### src/gtbrc_ram.sv
// Generic single-clock RAM: one write port, one read port with registered read data.
// No dependencies.
`timescale 1ns / 1ps

module gtbrc_ram #(
    parameter int DATA_W = 8,
    parameter int DEPTH  = 16
) (
    input  logic                                   i_clk,
    input  logic                                   i_we,
    input  logic [(DEPTH > 1 ? $clog2(DEPTH) : 1)-1:0] i_waddr,
    input  logic [DATA_W-1:0]                      i_wdata,
    input  logic [(DEPTH > 1 ? $clog2(DEPTH) : 1)-1:0] i_raddr,
    output logic [DATA_W-1:0]                      o_rdata
);

    logic [DATA_W-1:0] r_mem [DEPTH];

    // Read-first: a read at the written address returns the old word.
    always_ff @(posedge i_clk) begin
        if (i_we) begin
            r_mem[i_waddr] <= i_wdata;
        end
        o_rdata <= r_mem[i_raddr];
    end

endmodule

### config.mk
export PLATFORM = sky130hd
export DESIGN_NAME = gtbrc_ram
export DESIGN_NICKNAME = d
export VERILOG_FILES = /design/src/gtbrc_ram.sv
export SDC_FILE = /design/constraint.sdc
export NUM_CORES = 1
export LEC_CHECK = 0
export ABC_AREA = 0
export BUFFER_PORTS_ARGS = -buffer_cell sky130_fd_sc_hd__buf_2
export CORE_MARGIN = 4
export CORE_UTILIZATION = 45
export DETAILED_ROUTE_END_ITERATION = 10
export GPL_TIMING_DRIVEN = 0
export SETUP_SLACK_MARGIN = 0.02
export SLEW_MARGIN = 20
export SYNTH_ARGS = -nofsm -noshare
export SYNTH_HDL_FRONTEND = slang
export SYNTH_SLANG_ARGS = --single-unit
### constraint.sdc
create_clock -name i_clk -period 2.3 [get_ports i_clk]
set_input_delay 0.69 -clock i_clk [delete_from_list [all_inputs] [get_ports i_clk]]
set_output_delay 0.69 -clock i_clk [all_outputs]
set_load 0.02 [all_outputs]
==> metrics.csv <==
metric,value,unit
WP data arrival,1.98,ns
Critical R2R Launch,r_mem[1][0],
die area,13200,um^2
# setup viols final,0,
worst setup path startpoint,i_waddr[2],
maximum capacitance violations,0,
Vias,2355,
crit-path max FO,8,
Mean Syn Cell Area,22.5,um^2
TritonCTS clock tree,built,
Area growth syn-to-layout,16.3,%
GRT Util Overall,0.162,
Critical Path Sink Type,flop,
Synth Flop Type,edfxtp_1,
Tot Pwr,5.45,mW
Final GP Congestion,0.709,
Final period util,0.847,
Worst setup SP type,input port,
relative slew slack,0.450,
CTS max path bufs,2,
Synth Warn #,0,
Post-synth EDFFs,128,
Initial Utilization,0.467,
post-CTS setup buffer count,0,
CTS resizes,0,
clk sinks,136,
"CTS clk-pin slew, worst paths",0.05,ns
grt ovf,0,
Die Wd,115,um
"Cell Area, Synth",5150,um^2
first-pass GRT wire length,14700,um
Worst Skew,0.00435,ns
met2 wire len,4790,um
vias in the first global route,2402,
"commonest non-fill, non-tap cell in the layout",edfxtp_1,
drt total wl,9860,um
Synthesized Nets,247,
core area,11000,um^2
number of port buffers,24,
Post-DRT Antenna Nets,0,
"flops & latches, synth",136,
Hold WC Path Type,flop to flop,
WL met3,439,um
count of pins over their slew limit,0,
Slew @ Worst Pin,0.822,ns
Clock Tree Root,clkbuf_16,
vias per std cell,5.54,
Crit Path Class,input port to flop,
CTS Hold Bufs,0,
Syn Inst Count,229,
H-tree levels,4,
Final Hold Fails,0,
DRC Markers,0,
initial antenna violation count,0,
# fillers,848,
wire length per cell,23.2,um
most frequent cells in the layout,"128 x edfxtp_1, 27 x buf_2, 18 x mux4_2, 17 x clkbuf_16, 16 x a22oi_1",
highest clock rate,514,MHz
Post-synth ARST share,0,
Yosys cell types,19,
ANT cells,0,
Clock Latency Late Sink,0.41,ns
uppermost layer routed,met4,
VDD IR-drop max,373,uV
first drt pass iteration count,5,
Detail Placement HPWL,6150,um
Die Y,115,um
io pins,26,
Pleak,2.02,nW
share of layout cells above drive strength 1,0.309,
worst path required time,2.33,ns
RSZ-0062 raised after global routing,no,
final period demand of the worst path,1.95,ns
Final nets,290,
Pwr Density,910,nW/um^2
hold_sp,r_mem[8][1],
pin count of the biggest net entering global routing,17,
post-layout util,0.543,
met1 WL,4470,um
Rows,38,
status,finished clean,
TritonCTS buffer count,17,
initial DRC count,157,
register area share after synthesis,0.778,
[cells in the mapped netlist (2+ instances only)]
| master | count | area share |
|---|---|---|
| buf_2 | 3 | 0.0029 |
| a22oi_1 | 16 | 0.023 |
| buf_6 | 3 | 0.0066 |
| nor3_1 | 4 | 0.0039 |
| mux4_2 | 18 | 0.079 |
| nand3b_1 | 2 | 0.0029 |
| edfxtp_1 | 128 | 0.75 |
| nand2b_1 | 2 | 0.0024 |
| dfxtp_1 | 8 | 0.031 |
| nor2_1 | 13 | 0.0095 |
| nand2_1 | 9 | 0.0066 |
| clkdlybuf4s25_2 | 3 | 0.0058 |
| mux4_1 | 14 | 0.071 |
[final cells by class]
cell class                 instances  area (um^2)  area share
buffer                            10         86.3      0.0144
clock buffer                      21          470      0.0786
clock inverter                    11         55.1     0.00919
multi-input combinational         83         1080       0.180
sequential                       136         4000       0.669
tap                              140          175      0.0293
timing repair buffer              24          120      0.0201
[report_power, final]
group	internal, mW	switching (mW)	leakage, nW	total (mW)
logic	0.110	0.172	0.520	0.283
clock network	1.44	0.944	0.275	2.38
registers	2.77	0.0116	1.22	2.78
total	4.32	1.13	2.02	5.45
[worst max-delay path, stage by stage]
cell and delay [ns]:
buf_2 0.11, or3b_2 0.53, nor2_1 0.64
[routing by layer]
layer,vias to the layer above,track usage
met1,1236,0.228
met4,0,0.0673
met2,53,0.241
met3,8,0.0447
li1,1058,-
met5,-,0
[final timing paths]
check	end	slack (ns)	cells after the start
setup / recovery	r_mem[2][1]	0.35	3
hold / removal	o_rdata[1]	0.68	3
setup reg to reg	o_rdata[0]	0.81	3
hold reg to reg	o_rdata[1]	0.68	3
[logic make-up after synthesis]
logic type / share of synthesized area
flip-flops: 0.778
AND/OR/NAND/NOR: 0.0318
multiplexers: 0.150
AO/OA/AOI/OAI: 0.0233
buffers and inverters: 0.0168
[stage by stage]
step | hold WS, ns | instance area, um^2 | std cells | setup TNS, ns | setup WS (ns)
after floorplan | 0.629 | 5150 | 229 | 0 | 0.117
after global placement | 0.657 | 5440 | 393 | -8.40 | -0.480
after detailed placement | 0.664 | 5460 | 393 | -2.58 | -0.127
after CTS | 0.673 | 5990 | 425 | 0 | 0.299
after global routing | 0.687 | 5990 | 425 | 0 | 0.231
final | 0.680 | 5990 | 425 | 0 | 0.353
[registers in the layout, summed over array words and instances, names as in the netlist]
register,cells
r_mem,128
o_rdata,8
No activity file was read; power rests on OpenSTA's default activity.
